### config.mk
export PLATFORM = sky130hd
export DESIGN_NAME = heap_sorter
export DESIGN_NICKNAME = d
export VERILOG_FILES = /design/src/sv/hs_pkg.sv /design/src/sv/hs_ram.sv /design/src/sv/hs_dp.sv /design/src/sv/hs_ctrl.sv /design/src/sv/heap_sorter.sv
export SDC_FILE = /design/constraint.sdc
export NUM_CORES = 2
export LEC_CHECK = 0
export BUFFER_PORTS_ARGS = -buffer_cell sky130_fd_sc_hd__buf_4
export CORE_MARGIN = 2
export CORE_UTILIZATION = 65
export DETAILED_ROUTE_END_ITERATION = 12
export PLACE_DENSITY = 0.82
export SYNTH_ARGS = -nofsm -noshare
export SYNTH_HDL_FRONTEND = slang
export SYNTH_SLANG_ARGS = --single-unit
### constraint.sdc
create_clock -name clock -period 18.53 [get_ports clock]
set_clock_uncertainty 0.15 [all_clocks]
set_input_delay 1.853 -clock clock [delete_from_list [all_inputs] [get_ports clock]]
set_output_delay 1.853 -clock clock [all_outputs]
set_load 0.02 [all_outputs]
### src/sv/hs_pkg.sv
// Shared types, codes and defaults for the heap sorter.
`default_nettype none

package hs_pkg;

   localparam int CAPACITY_DEF   = 64;
   localparam int DATA_WIDTH_DEF = 32;
   localparam int VALUE_W        = 32;

   typedef enum logic [3:0] {
      ST_LOAD,
      ST_BUILD_RD,
      ST_BUILD_NODE,
      ST_SIFT_L,
      ST_SIFT_R,
      ST_SIFT_CMP,
      ST_NEXT,
      ST_EXT_RD0,
      ST_EXT_RDI,
      ST_EXT_SWAP,
      ST_EMIT_RD,
      ST_EMIT_LD
   } hs_state_type;

   typedef enum logic [1:0] {
      RA_INDEX,
      RA_LEFT,
      RA_RIGHT,
      RA_ROOT
   } hs_raddr_type;

   typedef enum logic [1:0] {
      WA_COUNT,
      WA_HOLE,
      WA_INDEX
   } hs_waddr_type;

   typedef enum logic [1:0] {
      WD_INPUT,
      WD_CHILD,
      WD_NODE,
      WD_ROOT
   } hs_wdata_type;

   typedef enum logic [2:0] {
      I_HOLD,
      I_DEC,
      I_INC,
      I_TOP,
      I_ZERO
   } hs_iop_type;

   typedef struct packed {
      logic         load;
      logic         mem_we;
      hs_waddr_type waddr_sel;
      hs_wdata_type wdata_sel;
      hs_raddr_type raddr_sel;
      logic         node_ld;
      logic         swap_ld;
      logic         left_ld;
      logic         step;
      hs_iop_type   i_op;
      logic         emit_ld;
   } hs_cmd_type;

   typedef struct packed {
      logic load_end;
      logic single;
      logic left_ok;
      logic take;
      logic i_zero;
      logic i_one;
      logic emit_last;
      logic out_busy;
   } hs_sts_type;

endpackage

`default_nettype wire

### src/sv/hs_ram.sv
// Generic single-write, single-read RAM with registered read data.
`default_nettype none

module hs_ram #(
   parameter int WIDTH = 32,
   parameter int DEPTH = 64
) (
   input  wire logic                     clock,
   input  wire logic                     we,
   input  wire logic [$clog2(DEPTH)-1:0] waddr,
   input  wire logic [WIDTH-1:0]         wdata,
   input  wire logic [$clog2(DEPTH)-1:0] raddr,
   output logic      [WIDTH-1:0]         rdata
);

   logic [WIDTH-1:0] mem [DEPTH];
   logic [WIDTH-1:0] rdata_ff;

   always_ff @(posedge clock) begin
      if (we) begin
         mem[waddr] <= wdata;
      end
      rdata_ff <= mem[raddr];
   end

   assign rdata = rdata_ff;

endmodule

`default_nettype wire

### src/sv/hs_dp.sv
// Heap sorter datapath: heap store, index registers, sift compare and output register.
`default_nettype none

module hs_dp #(
   parameter int CAPACITY   = hs_pkg::CAPACITY_DEF,
   parameter int DATA_WIDTH = hs_pkg::DATA_WIDTH_DEF
) (
   input  wire logic                        clock,
   input  wire logic                        reset,
   input  wire hs_pkg::hs_cmd_type          cmd,
   output hs_pkg::hs_sts_type               sts,
   input  wire logic [hs_pkg::VALUE_W-1:0]  in_value,
   input  wire logic                        in_last,
   output logic      [hs_pkg::VALUE_W-1:0]  out_value,
   output logic                             out_last,
   output logic                             out_valid,
   input  wire logic                        out_ready
);

   localparam int IDX_W = $clog2(CAPACITY);
   localparam int CNT_W = $clog2(CAPACITY + 1);
   localparam int CH_W  = IDX_W + 2;

   logic [CNT_W-1:0]      cnt_ff, cnt_in;
   logic [CNT_W-1:0]      n_ff, n_in;
   logic [CNT_W-1:0]      size_ff, size_in;
   logic [IDX_W-1:0]      i_ff, i_in;
   logic [IDX_W-1:0]      hole_ff, hole_in;
   logic [DATA_WIDTH-1:0] nv_ff, nv_in;
   logic [DATA_WIDTH-1:0] lv_ff, lv_in;
   logic [DATA_WIDTH-1:0] out_data_ff, out_data_in;
   logic                  out_last_ff, out_last_in;
   logic                  out_valid_ff, out_valid_in;

   logic signed [hs_pkg::VALUE_W-1:0] in_signed;
   logic signed [DATA_WIDTH-1:0]      in_ext;
   logic signed [DATA_WIDTH-1:0]      out_signed;

   logic [CH_W-1:0]       left_w, right_w;
   logic [IDX_W-1:0]      left_a, right_a;
   logic                  right_ok;
   logic                  right_big;
   logic [DATA_WIDTH-1:0] child_v;
   logic [IDX_W-1:0]      child_a;

   logic                  mem_we;
   logic [IDX_W-1:0]      mem_waddr, mem_raddr;
   logic [DATA_WIDTH-1:0] mem_wdata, mem_rdata;

   hs_ram #(
      .WIDTH (DATA_WIDTH),
      .DEPTH (CAPACITY)
   ) u_store (
      .clock (clock),
      .we    (mem_we),
      .waddr (mem_waddr),
      .wdata (mem_wdata),
      .raddr (mem_raddr),
      .rdata (mem_rdata)
   );

   // Sign-extend or truncate between the 32-bit port and the stored width.
   assign in_signed  = $signed(in_value);
   assign in_ext     = DATA_WIDTH'(in_signed);
   assign out_signed = $signed(out_data_ff);
   assign out_value  = hs_pkg::VALUE_W'(out_signed);
   assign out_last   = out_last_ff;
   assign out_valid  = out_valid_ff;

   assign left_w  = CH_W'({hole_ff, 1'b0}) + CH_W'(1);
   assign right_w = CH_W'({hole_ff, 1'b0}) + CH_W'(2);
   assign left_a  = left_w[IDX_W-1:0];
   assign right_a = right_w[IDX_W-1:0];
   assign right_ok = right_w < CH_W'(size_ff);

   // The right child wins only when strictly larger, as does the move down.
   assign right_big = right_ok && ($signed(mem_rdata) > $signed(lv_ff));
   assign child_v   = right_big ? mem_rdata : lv_ff;
   assign child_a   = right_big ? right_a : left_a;

   always_comb begin
      sts.load_end  = in_last || (cnt_ff == CNT_W'(CAPACITY - 1));
      sts.single    = (cnt_ff == '0);
      sts.left_ok   = left_w < CH_W'(size_ff);
      sts.take      = $signed(child_v) > $signed(nv_ff);
      sts.i_zero    = (i_ff == '0);
      sts.i_one     = (i_ff == IDX_W'(1));
      sts.emit_last = ((CNT_W'(i_ff) + CNT_W'(1)) == n_ff);
      sts.out_busy  = out_valid_ff && !out_ready;
   end

   always_comb begin
      mem_we = cmd.mem_we;
      case (cmd.waddr_sel)
         hs_pkg::WA_COUNT: mem_waddr = cnt_ff[IDX_W-1:0];
         hs_pkg::WA_HOLE:  mem_waddr = hole_ff;
         hs_pkg::WA_INDEX: mem_waddr = i_ff;
         default:          mem_waddr = hole_ff;
      endcase
      case (cmd.wdata_sel)
         hs_pkg::WD_INPUT: mem_wdata = in_ext;
         hs_pkg::WD_CHILD: mem_wdata = child_v;
         hs_pkg::WD_NODE:  mem_wdata = nv_ff;
         hs_pkg::WD_ROOT:  mem_wdata = lv_ff;
         default:          mem_wdata = nv_ff;
      endcase
      case (cmd.raddr_sel)
         hs_pkg::RA_INDEX: mem_raddr = i_ff;
         hs_pkg::RA_LEFT:  mem_raddr = left_a;
         hs_pkg::RA_RIGHT: mem_raddr = right_a;
         hs_pkg::RA_ROOT:  mem_raddr = '0;
         default:          mem_raddr = '0;
      endcase
   end

   always_comb begin
      cnt_in       = cnt_ff;
      n_in         = n_ff;
      size_in      = size_ff;
      i_in         = i_ff;
      hole_in      = hole_ff;
      nv_in        = nv_ff;
      lv_in        = lv_ff;
      out_data_in  = out_data_ff;
      out_last_in  = out_last_ff;
      out_valid_in = out_valid_ff && !out_ready;

      if (cmd.load) begin
         if (sts.load_end) begin
            cnt_in = '0;
            n_in   = cnt_ff + CNT_W'(1);
            // First parent of the heap is (n - 2) / 2, which is (count - 1) / 2.
            i_in   = sts.single ? '0 : IDX_W'((cnt_ff - CNT_W'(1)) >> 1);
         end else begin
            cnt_in = cnt_ff + CNT_W'(1);
         end
      end

      if (cmd.node_ld) begin
         nv_in   = mem_rdata;
         hole_in = i_ff;
         size_in = n_ff;
      end
      if (cmd.swap_ld) begin
         nv_in   = mem_rdata;
         hole_in = '0;
         size_in = CNT_W'(i_ff);
      end
      if (cmd.left_ld) begin
         lv_in = mem_rdata;
      end
      if (cmd.step && sts.take) begin
         hole_in = child_a;
      end

      case (cmd.i_op)
         hs_pkg::I_HOLD: i_in = i_in;
         hs_pkg::I_DEC:  i_in = i_ff - IDX_W'(1);
         hs_pkg::I_INC:  i_in = i_ff + IDX_W'(1);
         hs_pkg::I_TOP:  i_in = IDX_W'(n_ff - CNT_W'(1));
         hs_pkg::I_ZERO: i_in = '0;
         default:        i_in = i_in;
      endcase

      if (cmd.emit_ld) begin
         out_data_in  = mem_rdata;
         out_last_in  = sts.emit_last;
         out_valid_in = 1'b1;
      end
   end

   always_ff @(posedge clock) begin
      if (reset) begin
         cnt_ff       <= '0;
         out_valid_ff <= 1'b0;
      end else begin
         cnt_ff       <= cnt_in;
         out_valid_ff <= out_valid_in;
      end
      n_ff        <= n_in;
      size_ff     <= size_in;
      i_ff        <= i_in;
      hole_ff     <= hole_in;
      nv_ff       <= nv_in;
      lv_ff       <= lv_in;
      out_data_ff <= out_data_in;
      out_last_ff <= out_last_in;
   end

endmodule

`default_nettype wire

### src/sv/hs_ctrl.sv
// Heap sorter controller: sequences load, heap build, extraction and output.
`default_nettype none

module hs_ctrl (
   input  wire logic               clock,
   input  wire logic               reset,
   input  wire logic               in_valid,
   output logic                    in_ready,
   input  wire hs_pkg::hs_sts_type sts,
   output hs_pkg::hs_cmd_type      cmd
);

   hs_pkg::hs_state_type state_ff, state_in;
   logic                 build_ff, build_in;

   always_comb begin
      state_in = state_ff;
      build_in = build_ff;
      case (state_ff)
         hs_pkg::ST_LOAD: begin
            if (in_valid && sts.load_end) begin
               if (sts.single) begin
                  state_in = hs_pkg::ST_EMIT_RD;
               end else begin
                  state_in = hs_pkg::ST_BUILD_RD;
                  build_in = 1'b1;
               end
            end
         end
         hs_pkg::ST_BUILD_RD:   state_in = hs_pkg::ST_BUILD_NODE;
         hs_pkg::ST_BUILD_NODE: state_in = hs_pkg::ST_SIFT_L;
         hs_pkg::ST_SIFT_L: begin
            state_in = sts.left_ok ? hs_pkg::ST_SIFT_R : hs_pkg::ST_NEXT;
         end
         hs_pkg::ST_SIFT_R: state_in = hs_pkg::ST_SIFT_CMP;
         hs_pkg::ST_SIFT_CMP: begin
            state_in = sts.take ? hs_pkg::ST_SIFT_L : hs_pkg::ST_NEXT;
         end
         hs_pkg::ST_NEXT: begin
            if (build_ff) begin
               if (sts.i_zero) begin
                  build_in = 1'b0;
                  state_in = hs_pkg::ST_EXT_RD0;
               end else begin
                  state_in = hs_pkg::ST_BUILD_RD;
               end
            end else begin
               state_in = sts.i_one ? hs_pkg::ST_EMIT_RD : hs_pkg::ST_EXT_RD0;
            end
         end
         hs_pkg::ST_EXT_RD0:  state_in = hs_pkg::ST_EXT_RDI;
         hs_pkg::ST_EXT_RDI:  state_in = hs_pkg::ST_EXT_SWAP;
         hs_pkg::ST_EXT_SWAP: state_in = hs_pkg::ST_SIFT_L;
         hs_pkg::ST_EMIT_RD: begin
            if (!sts.out_busy) begin
               state_in = hs_pkg::ST_EMIT_LD;
            end
         end
         hs_pkg::ST_EMIT_LD: begin
            state_in = sts.emit_last ? hs_pkg::ST_LOAD : hs_pkg::ST_EMIT_RD;
         end
         default: state_in = hs_pkg::ST_LOAD;
      endcase
   end

   always_comb begin
      in_ready      = 1'b0;
      cmd.load      = 1'b0;
      cmd.mem_we    = 1'b0;
      cmd.waddr_sel = hs_pkg::WA_HOLE;
      cmd.wdata_sel = hs_pkg::WD_NODE;
      cmd.raddr_sel = hs_pkg::RA_INDEX;
      cmd.node_ld   = 1'b0;
      cmd.swap_ld   = 1'b0;
      cmd.left_ld   = 1'b0;
      cmd.step      = 1'b0;
      cmd.i_op      = hs_pkg::I_HOLD;
      cmd.emit_ld   = 1'b0;
      case (state_ff)
         hs_pkg::ST_LOAD: begin
            in_ready      = 1'b1;
            cmd.load      = in_valid;
            cmd.mem_we    = in_valid;
            cmd.waddr_sel = hs_pkg::WA_COUNT;
            cmd.wdata_sel = hs_pkg::WD_INPUT;
         end
         hs_pkg::ST_BUILD_RD: begin
            cmd.raddr_sel = hs_pkg::RA_INDEX;
         end
         hs_pkg::ST_BUILD_NODE: begin
            cmd.node_ld = 1'b1;
         end
         hs_pkg::ST_SIFT_L: begin
            cmd.raddr_sel = hs_pkg::RA_LEFT;
            // A leaf: the carried value settles into the hole.
            if (!sts.left_ok) begin
               cmd.mem_we    = 1'b1;
               cmd.waddr_sel = hs_pkg::WA_HOLE;
               cmd.wdata_sel = hs_pkg::WD_NODE;
            end
         end
         hs_pkg::ST_SIFT_R: begin
            cmd.left_ld   = 1'b1;
            cmd.raddr_sel = hs_pkg::RA_RIGHT;
         end
         hs_pkg::ST_SIFT_CMP: begin
            cmd.mem_we    = 1'b1;
            cmd.waddr_sel = hs_pkg::WA_HOLE;
            cmd.wdata_sel = sts.take ? hs_pkg::WD_CHILD : hs_pkg::WD_NODE;
            cmd.step      = 1'b1;
         end
         hs_pkg::ST_NEXT: begin
            if (build_ff) begin
               cmd.i_op = sts.i_zero ? hs_pkg::I_TOP : hs_pkg::I_DEC;
            end else begin
               cmd.i_op = sts.i_one ? hs_pkg::I_ZERO : hs_pkg::I_DEC;
            end
         end
         hs_pkg::ST_EXT_RD0: begin
            cmd.raddr_sel = hs_pkg::RA_ROOT;
         end
         hs_pkg::ST_EXT_RDI: begin
            cmd.left_ld   = 1'b1;
            cmd.raddr_sel = hs_pkg::RA_INDEX;
         end
         hs_pkg::ST_EXT_SWAP: begin
            // The old root goes to the end of the heap; the last entry becomes the hole value.
            cmd.mem_we    = 1'b1;
            cmd.waddr_sel = hs_pkg::WA_INDEX;
            cmd.wdata_sel = hs_pkg::WD_ROOT;
            cmd.swap_ld   = 1'b1;
         end
         hs_pkg::ST_EMIT_RD: begin
            cmd.raddr_sel = hs_pkg::RA_INDEX;
         end
         hs_pkg::ST_EMIT_LD: begin
            cmd.emit_ld = 1'b1;
            cmd.i_op    = hs_pkg::I_INC;
         end
         default: begin
            cmd.i_op = hs_pkg::I_HOLD;
         end
      endcase
   end

   always_ff @(posedge clock) begin
      if (reset) begin
         state_ff <= hs_pkg::ST_LOAD;
         build_ff <= 1'b0;
      end else begin
         state_ff <= state_in;
         build_ff <= build_in;
      end
   end

endmodule

`default_nettype wire

### src/sv/heap_sorter.sv
// Heap sorter top level: a set of signed words in, the same words out in ascending order.
//
// The req channel takes one value per word; req_tlast marks the final word of
// a set, and a word that fills the store (CAPACITY words) also ends the set.
// Loading accepts one word per cycle. After the final word the block builds a
// max-heap in its store, which has one write and one read port, and then
// moves the root to the end n-1 times. Each sift level reads the left child,
// reads the right child, then compares and writes, so sorting speed is
// bounded by the one read port of the store.
// The sorted words then leave on the rsp channel, each loaded into the output
// register once the previous word is taken, with rsp_tlast on the largest. rsp
// holds its word while the receiver stalls. req_tready is high only during
// loading, which starts again as soon as the final sorted word sits in the output register.
// Reset empties the set and the output register; store contents are left as
// they are and are never read before being loaded.
`default_nettype none

module heap_sorter #(
   parameter int CAPACITY   = hs_pkg::CAPACITY_DEF,
   parameter int DATA_WIDTH = hs_pkg::DATA_WIDTH_DEF
) (
   input  wire logic                       clock,
   input  wire logic                       reset,
   input  wire logic                       req_tvalid,
   output logic                            req_tready,
   input  wire logic [hs_pkg::VALUE_W-1:0] req_tdata,  // [31:0] value
   input  wire logic                       req_tlast,
   output logic                            rsp_tvalid,
   input  wire logic                       rsp_tready,
   output logic      [hs_pkg::VALUE_W-1:0] rsp_tdata,  // [31:0] sorted_value
   output logic                            rsp_tlast
);

   hs_pkg::hs_cmd_type cmd;
   hs_pkg::hs_sts_type sts;

   hs_ctrl u_ctrl (
      .clock    (clock),
      .reset    (reset),
      .in_valid (req_tvalid),
      .in_ready (req_tready),
      .sts      (sts),
      .cmd      (cmd)
   );

   hs_dp #(
      .CAPACITY   (CAPACITY),
      .DATA_WIDTH (DATA_WIDTH)
   ) u_dp (
      .clock     (clock),
      .reset     (reset),
      .cmd       (cmd),
      .sts       (sts),
      .in_value  (req_tdata),
      .in_last   (req_tlast),
      .out_value (rsp_tdata),
      .out_last  (rsp_tlast),
      .out_valid (rsp_tvalid),
      .out_ready (rsp_tready)
   );

endmodule

`default_nettype wire
# After elaboration in Yosys (flattened, before gate mapping)
# Memories as Yosys holds them, arrays and structs flattened. A register that Yosys moved wholly into a read port is not among the register bits.
# Cells that the tools add are included.
totals:
  reg_bits: 136
  elab_cells: 127
  ram_bits: 2048
  out_inout_bits: 35
  mem_count: 1
classes:
  n_reduce_logical: 23
  magnitude_cmp: 4
  addsub: 8
  eq_ne: 28
  mux: 50
memory_table:
  columns: ["memory", "depth", "width", "rd", "rd_ports_with_merged_regs", "write_ports", "line", "text"]
  rows:
  - ["u_dp.u_store.mem", 64, 32, 1, 1, 1, "hs_ram.sv:16", "logic [WIDTH-1:0] mem [DEPTH];"]
op_table:
  columns: ["operator", "n"]
  rows:
  - ["case mux 32 bit (4 select lines)", 1]
  - ["two-way mux 32 bit", 3]
  - ["greater-than comparator 32 bit", 2]
  - ["two-way mux 6 bit", 9]
  - ["case mux 6 bit (4 select lines)", 2]
  - ["case mux 4 bit (11 select lines)", 1]
  - ["two-way mux 4 bit", 6]
  - ["case mux 5 bit (4 select lines)", 1]
  - ["equality test 4 x 3 -> 1 bit (second input constant)", 4]
  - ["equality test 4 bit (second input constant)", 4]
  - ["less-than comparator 8 x 7 -> 1 bit", 2]
  - ["two-way mux 1 bit", 14]
  - ["two-way mux 3 bit", 4]
  - ["case mux 6 bit (2 select lines)", 1]
  - ["subtractor 6 x 1 -> 6 bit (second input constant)", 2]
  - ["equality test 2 bit (second input constant)", 5]
  - ["nonzero test 5 bit", 2]
  - ["adder 7 x 1 -> 8 bit (second input constant)", 1]
  - ["adder 7 x 2 -> 8 bit (second input constant)", 1]
  - ["equality test 4 x 2 -> 1 bit (second input constant)", 2]
  - ["adder 6 x 1 -> 7 bit (second input constant)", 1]
  - ["adder 7 x 1 -> 7 bit (second input constant)", 1]
  - ["equality test 7 x 6 -> 1 bit (second input constant)", 1]
  - ["equality test 7 bit", 1]
  - ["28 further kinds", 42]

# Longest topological paths before layout
logic_depth:
  word_depth: 9
  depth_mapped: 25

# Modules after synthesis
# Synthesis repeated with hierarchy kept, for this count alone.
hier_totals:
  cells_unflattened: 4275
  area_unflattened_um2: 88033.2
by_module_without_submodules:
  columns: ["module", "area_each_um2", "cells_each", "seq_area_each_um2", "instances"]
  rows:
  - ["hs_ram", 78515.3, 3324, 62139.6, 1]
  - ["hs_dp", 8933.6, 865, 3843.7, 1]
  - ["hs_ctrl", 584.3, 86, 100.1, 1]

# Least setup slack after synthesis
# Ideal clock, no wire load.
synth_timing:
  path_type: "register to register"
  from: "register u_dp.hole_ff[2]"
  to: "memory u_dp.u_store.mem[0][0], data pin"
  n_path_buf: 5
  path_stages_with_launch: 26
  t_arrival_ns: 6.868
  period_less_slack_ns: 7.566
  path_slack_ns: 10.964
  cell_sequence: "edfxtp_1 clkbuf_1 and3_1 nand3_1 xnor2_1 ha_1 a21oi_1 o21ai_0 a311o_1 a311oi_1 clkbuf_1 buf_1 nand2_1 o21ai_0 ha_1 a21o_1 a221o_1 a221oi_1 o21ai_1 o21a_1 or2_1 clkbuf_1 nor2_1 buf_2 a32oi_1 a21oi_1"
synth_via:
  elab_chain_len: 9
  elab_cells_between_ends: 12
synth_rtl:
  columns: ["element", "line", "text"]
  rows:
  - ["from (decl)", "hs_dp.sv:28", "logic [IDX_W-1:0] hole_ff, hole_in;"]
  - ["from (signal assigned)", "hs_dp.sv:183", "hole_ff <= hole_in;"]
  - ["adder 7 x 2 -> 8 bit (*)", "hs_dp.sv:71", "assign right_w = CH_W'({hole_ff, 1'b0}) + CH_W'(2);"]
  - ["less-than comparator 8 x 7 -> 1 bit (*)", "hs_dp.sv:74", "assign right_ok = right_w < CH_W'(size_ff);"]
  - ["logical AND 1 bit (*)", "hs_dp.sv:77", "assign right_big = right_ok && ($signed(mem_rdata) > $signed(lv_ff));"]
  - ["two-way mux 32 bit (*)", "hs_dp.sv:78", "assign child_v = right_big ? mem_rdata : lv_ff;"]
  - ["greater-than comparator 32 bit", "hs_dp.sv:85", "sts.take = $signed(child_v) > $signed(nv_ff);"]
  - ["two-way mux 2 bit", "hs_ctrl.sv:109", "cmd.wdata_sel = sts.take ? hs_pkg::WD_CHILD : hs_pkg::WD_NODE;"]
  - ["case mux 5 bit (4 select lines)", "hs_ctrl.sv:79", "case (state_ff)"]
  - ["equality test 2 bit, or another cell as far along", "hs_dp.sv:100", "case (cmd.wdata_sel)"]
  - ["case mux 32 bit (4 select lines) (*)", "hs_dp.sv:100", null]
  - ["named net u_dp.mem_wdata[0]", "hs_dp.sv:48", "logic [DATA_WIDTH-1:0] mem_wdata, mem_rdata;"]
  - ["to (decl)", "hs_ram.sv:16", null]
# Mark *: on every way through the listed nets, which the timed path passes. The rest lies on a longest branch.

# Worst setup path after layout
layout_timing:
  from: "register u_dp.hole_ff[2]"
  to: "memory u_dp.u_store.mem[1][13], data pin"
# The elaborated chain is that of the path after synthesis.

==> impl_results.md <==
- Die area: roughly 140000 µm²
- Critical path startpoint: u_dp.hole_ff[2]$_DFFE_PP_
- Die width: 372.1 µm
- Final worst path period need: 8103 ps
- FF+latch count, synth: 2216
- Routed WL: 252600 µm
- Setup Crit Path Kind: reg -> reg
- Worst path cell trace: and3_1 > nand3_1 > xnor2_1 > ha_1 > a21oi_1 > o21ai_0 > a311o_1 > a311oi_4 > buf_4 > o21ai_0 > ha_1 > nand4_1 > nor4_1 > nand2_1 > a31oi_1 > o21a_1 > nor2_1 > o21ai_4 > a21oi_1 > a21oi_4 > buf_4
- Max Cap Viol: 0
- Share of layout cells above drive strength 1: about 23%
- Fillers: 7121
- Top-level I/O count: between 70 and 80
- Wire length of the first global-routing pass: between 300000 and 400000 µm
- Status: finished clean
- Asr flop ratio synth: 0%
- CP endpoint kind: register
- Least-Margin Pin Slew: 1346 ps
- Sinks on Clock Net: 2216
- Worst-skew pair later-pin latency: 860 ps
- Post-synth EDFFs: roughly 2200
- Synth top area cells: edfxtp_1 (74%), mux4_2 (13%), nand2_1 (2.3%), ha_1 (1.2%), dfxtp_1 (1.0%)
- CTS tree: done
- Maximum vdd drop: 163.2 µV
- Post-Syn Nets: 4781
- WP buf/inv: 2
- PostCTS Resize Cnt: 0
- Yosys top cell area share: between 70% and 80%
- TNS Setup: 0 ps
- Hold_sp: u_dp.size_ff[6]$_SDFFE_PP0P_
- PnR worst setup slack: 10430 ps
- Seq/Total Area, Yosys: 75.02%
- Area leader, netlist: edfxtp_1
- Placed cells: 6407
- Ys flop type: edfxtp_1
- Most common cell after layout, fill and taps aside: edfxtp_1
- Postcts setup bufs: 0
- CTS buffer count: 206
- Area grow syn2layout: 11.61%
- Largest delay share family, worst path: compound AO/OA/AOI/OAI gates
- IO Port Bufs: 71
- Max-slew headroom: 9.746%
- Nets@finish: between 4000 and 5000
- Most frequent cells in the layout: edfxtp_1 (2170), nand2_1 (548), mux4_2 (512)
- Met3 WL: between 30000 and 40000 µm
- CORE AREA: 135000 µm²
- Total gr overflow: 0
- HPWL after DPL: ~120000 µm
- M1 wire length: 81530 µm
- Hold Violations, Final: 0
- 1st-iter DRT viols: 8897
- Period utilization: 43.73%
- RR Startpoint: u_dp.hole_ff[2]$_DFFE_PP_
- Power Dens Cells: about 170 nW/µm²
- Hold buffer count at cts: 0
- Met2 wire len: ~120000 µm
- Initial antenna violation count: 11
- Cell count after synthesis: 4661
- Leakage: 31.92 nW
- Largest net degree at the start of global routing: around 120
- Critical Path Fanout Max: 49
- Non-filler cells, final: 6800
- Clock Path Buffers: 3
- Cell area after synthesis: slightly below 90000 µm²
- Critical path's slowest cell: a21oi_4
- Yosys Warn Count: 0
- H-tree depth: 4
- Die Y: 372.1 µm
- Row count: around 140
- Vias in the first global route: 50395
- Final setup viols: 0
- Initial Utilization: roughly 65%
- Routability congestion estimate: 0.9243
- Via count: 50331
- Critical Path Max Stage Delay: 900 ps
- Slew Viols, Final: 0
- Required @ worst endpoint: 18990 ps
- Final ANT Viol Nets: 0
- Placement Setup Slack: 10730 ps
- Finished Core Util: 72.85%
- Clock slew at reported path FFs: 60 ps
- FMAX: 0.1234 GHz
- GRT Util Overall: 37.13%
- Initial DRT Pass Iterations: 8
- Clock root buffer: clkbuf_16
- RSZ-0062 raised after global routing: false
- HP Class: reg -> reg
- Avg Synthesized Cell Area: ~19 µm²
- # DRC: 0
- Top sig layer: met5
- Startpoint types: register
- Distinct cells, synth: 59
- CP arrival: 8570 ps
- Via density: about 7.4
- Routed length per placed instance: 37.15 µm
[stage by stage]
| stage | total power [mW] | area [µm²] | hold slack [ps] |
|---|---|---|---|
| after global routing | 17.65 | 98300 | 396.9 |
| after global placement | 12.51 | 91610 | 329.6 |
| after floorplan | 10.55 | 88090 | 315.3 |
| final | 17.20 | 98320 | 357.4 |
| after CTS | 17.06 | 98300 | 349.0 |
| after detailed placement | 12.73 | 91610 | 340.1 |
[cell usage after synthesis (all sizes together), types with 70 or more instances]
| cell | number |
|---|---|
| inv | 83 |
| o21ai | 126 |
| and2 | 73 |
| buf | 101 |
| mux4 | 512 |
| nor3 | 78 |
| edfxtp | 2170 |
| nand2 | 550 |
| nor2 | 90 |
| a21oi | 107 |
| a31oi | 70 |
| nand3 | 91 |
| clkbuf | 169 |
| ha | 83 |
[logic make-up (layout without fill, tap and decap cells)]
group	count (synthesis)	in the layout	share of synthesized area, %
AO/OA/AOI/OAI	528	528	3.887
XOR/XNOR	36	36	0.3579
adder cells (fa/ha/maj)	83	83	1.179
buffers and inverters	353	702	1.854
flip-flops	2216	2216	75.02
multiplexers	514	514	13.11
other	0	9	0
AND/OR/NAND/NOR	931	931	4.593
[worst register-to-register path: stages, from the launching register on]
cell	delay (ps)
edfxtp_1	520
and3_1	280
nand3_1	110
xnor2_1	150
ha_1	290
a21oi_1	140
o21ai_0	90
a311o_1	390
a311oi_4	300
buf_4	510
o21ai_0	170
ha_1	450
nand4_1	180
nor4_1	750
nand2_1	100
a31oi_1	350
o21a_1	210
nor2_1	160
o21ai_4	890
a21oi_1	280
a21oi_4	900
buf_4	500
[flip-flops by register name, indices dropped and copies added (netlist names), 4 cells and up]
signal and count:
u_ctrl.state_ff 4, u_dp.u_store.mem 2048, u_dp.size_ff 7, u_dp.hole_ff 6, u_dp.i_ff 6, u_dp.nv_ff 32, u_dp.u_store.rdata 32, u_dp.n_ff 7
u_dp.out_value 32, u_dp.cnt_ff 7, u_dp.lv_ff 32
[power breakdown]
part	switching, mW	internal [mW]	leakage, nW
Clock	1.89	2.36	3.25
Combinational	4.13	1.51	8.81
Sequential	0.193	7.11	19.9
Total	6.22	11.0	31.9
[path summary, 6_finish.rpt]
path,to,slack [ps],cells after the start
setup / recovery,u_dp.u_store.mem[1][13]$_DFFE_PP_,10430,21
hold / removal,u_dp.size_ff[6]$_SDFFE_PP0P_,360,2
hold reg to reg,u_dp.size_ff[6]$_SDFFE_PP0P_,360,2
setup reg to reg,u_dp.u_store.mem[1][13]$_DFFE_PP_,10430,21
[routing by layer]
layer,global-route usage [%],up-vias
met5,0.6294,-
li1,-,19173
met3,10.81,948
met4,20.58,16
met1,48.66,25273
met2,56.75,4921
[layout make-up]
cell class	count	area [µm²]	area share, %
Clock inverter	131	1227	1.248
Antenna cell	9	22.52	0.02291
Tap cell	1781	2228	2.267
Sequential cell	2216	66080	67.21
Multi-Input combinational cell	2092	21200	21.56
Inverter	83	311.5	0.3169
Timing Repair Buffer	235	1789	1.820
Clock buffer	253	5455	5.549
Power figures use the tool's default switching activity.
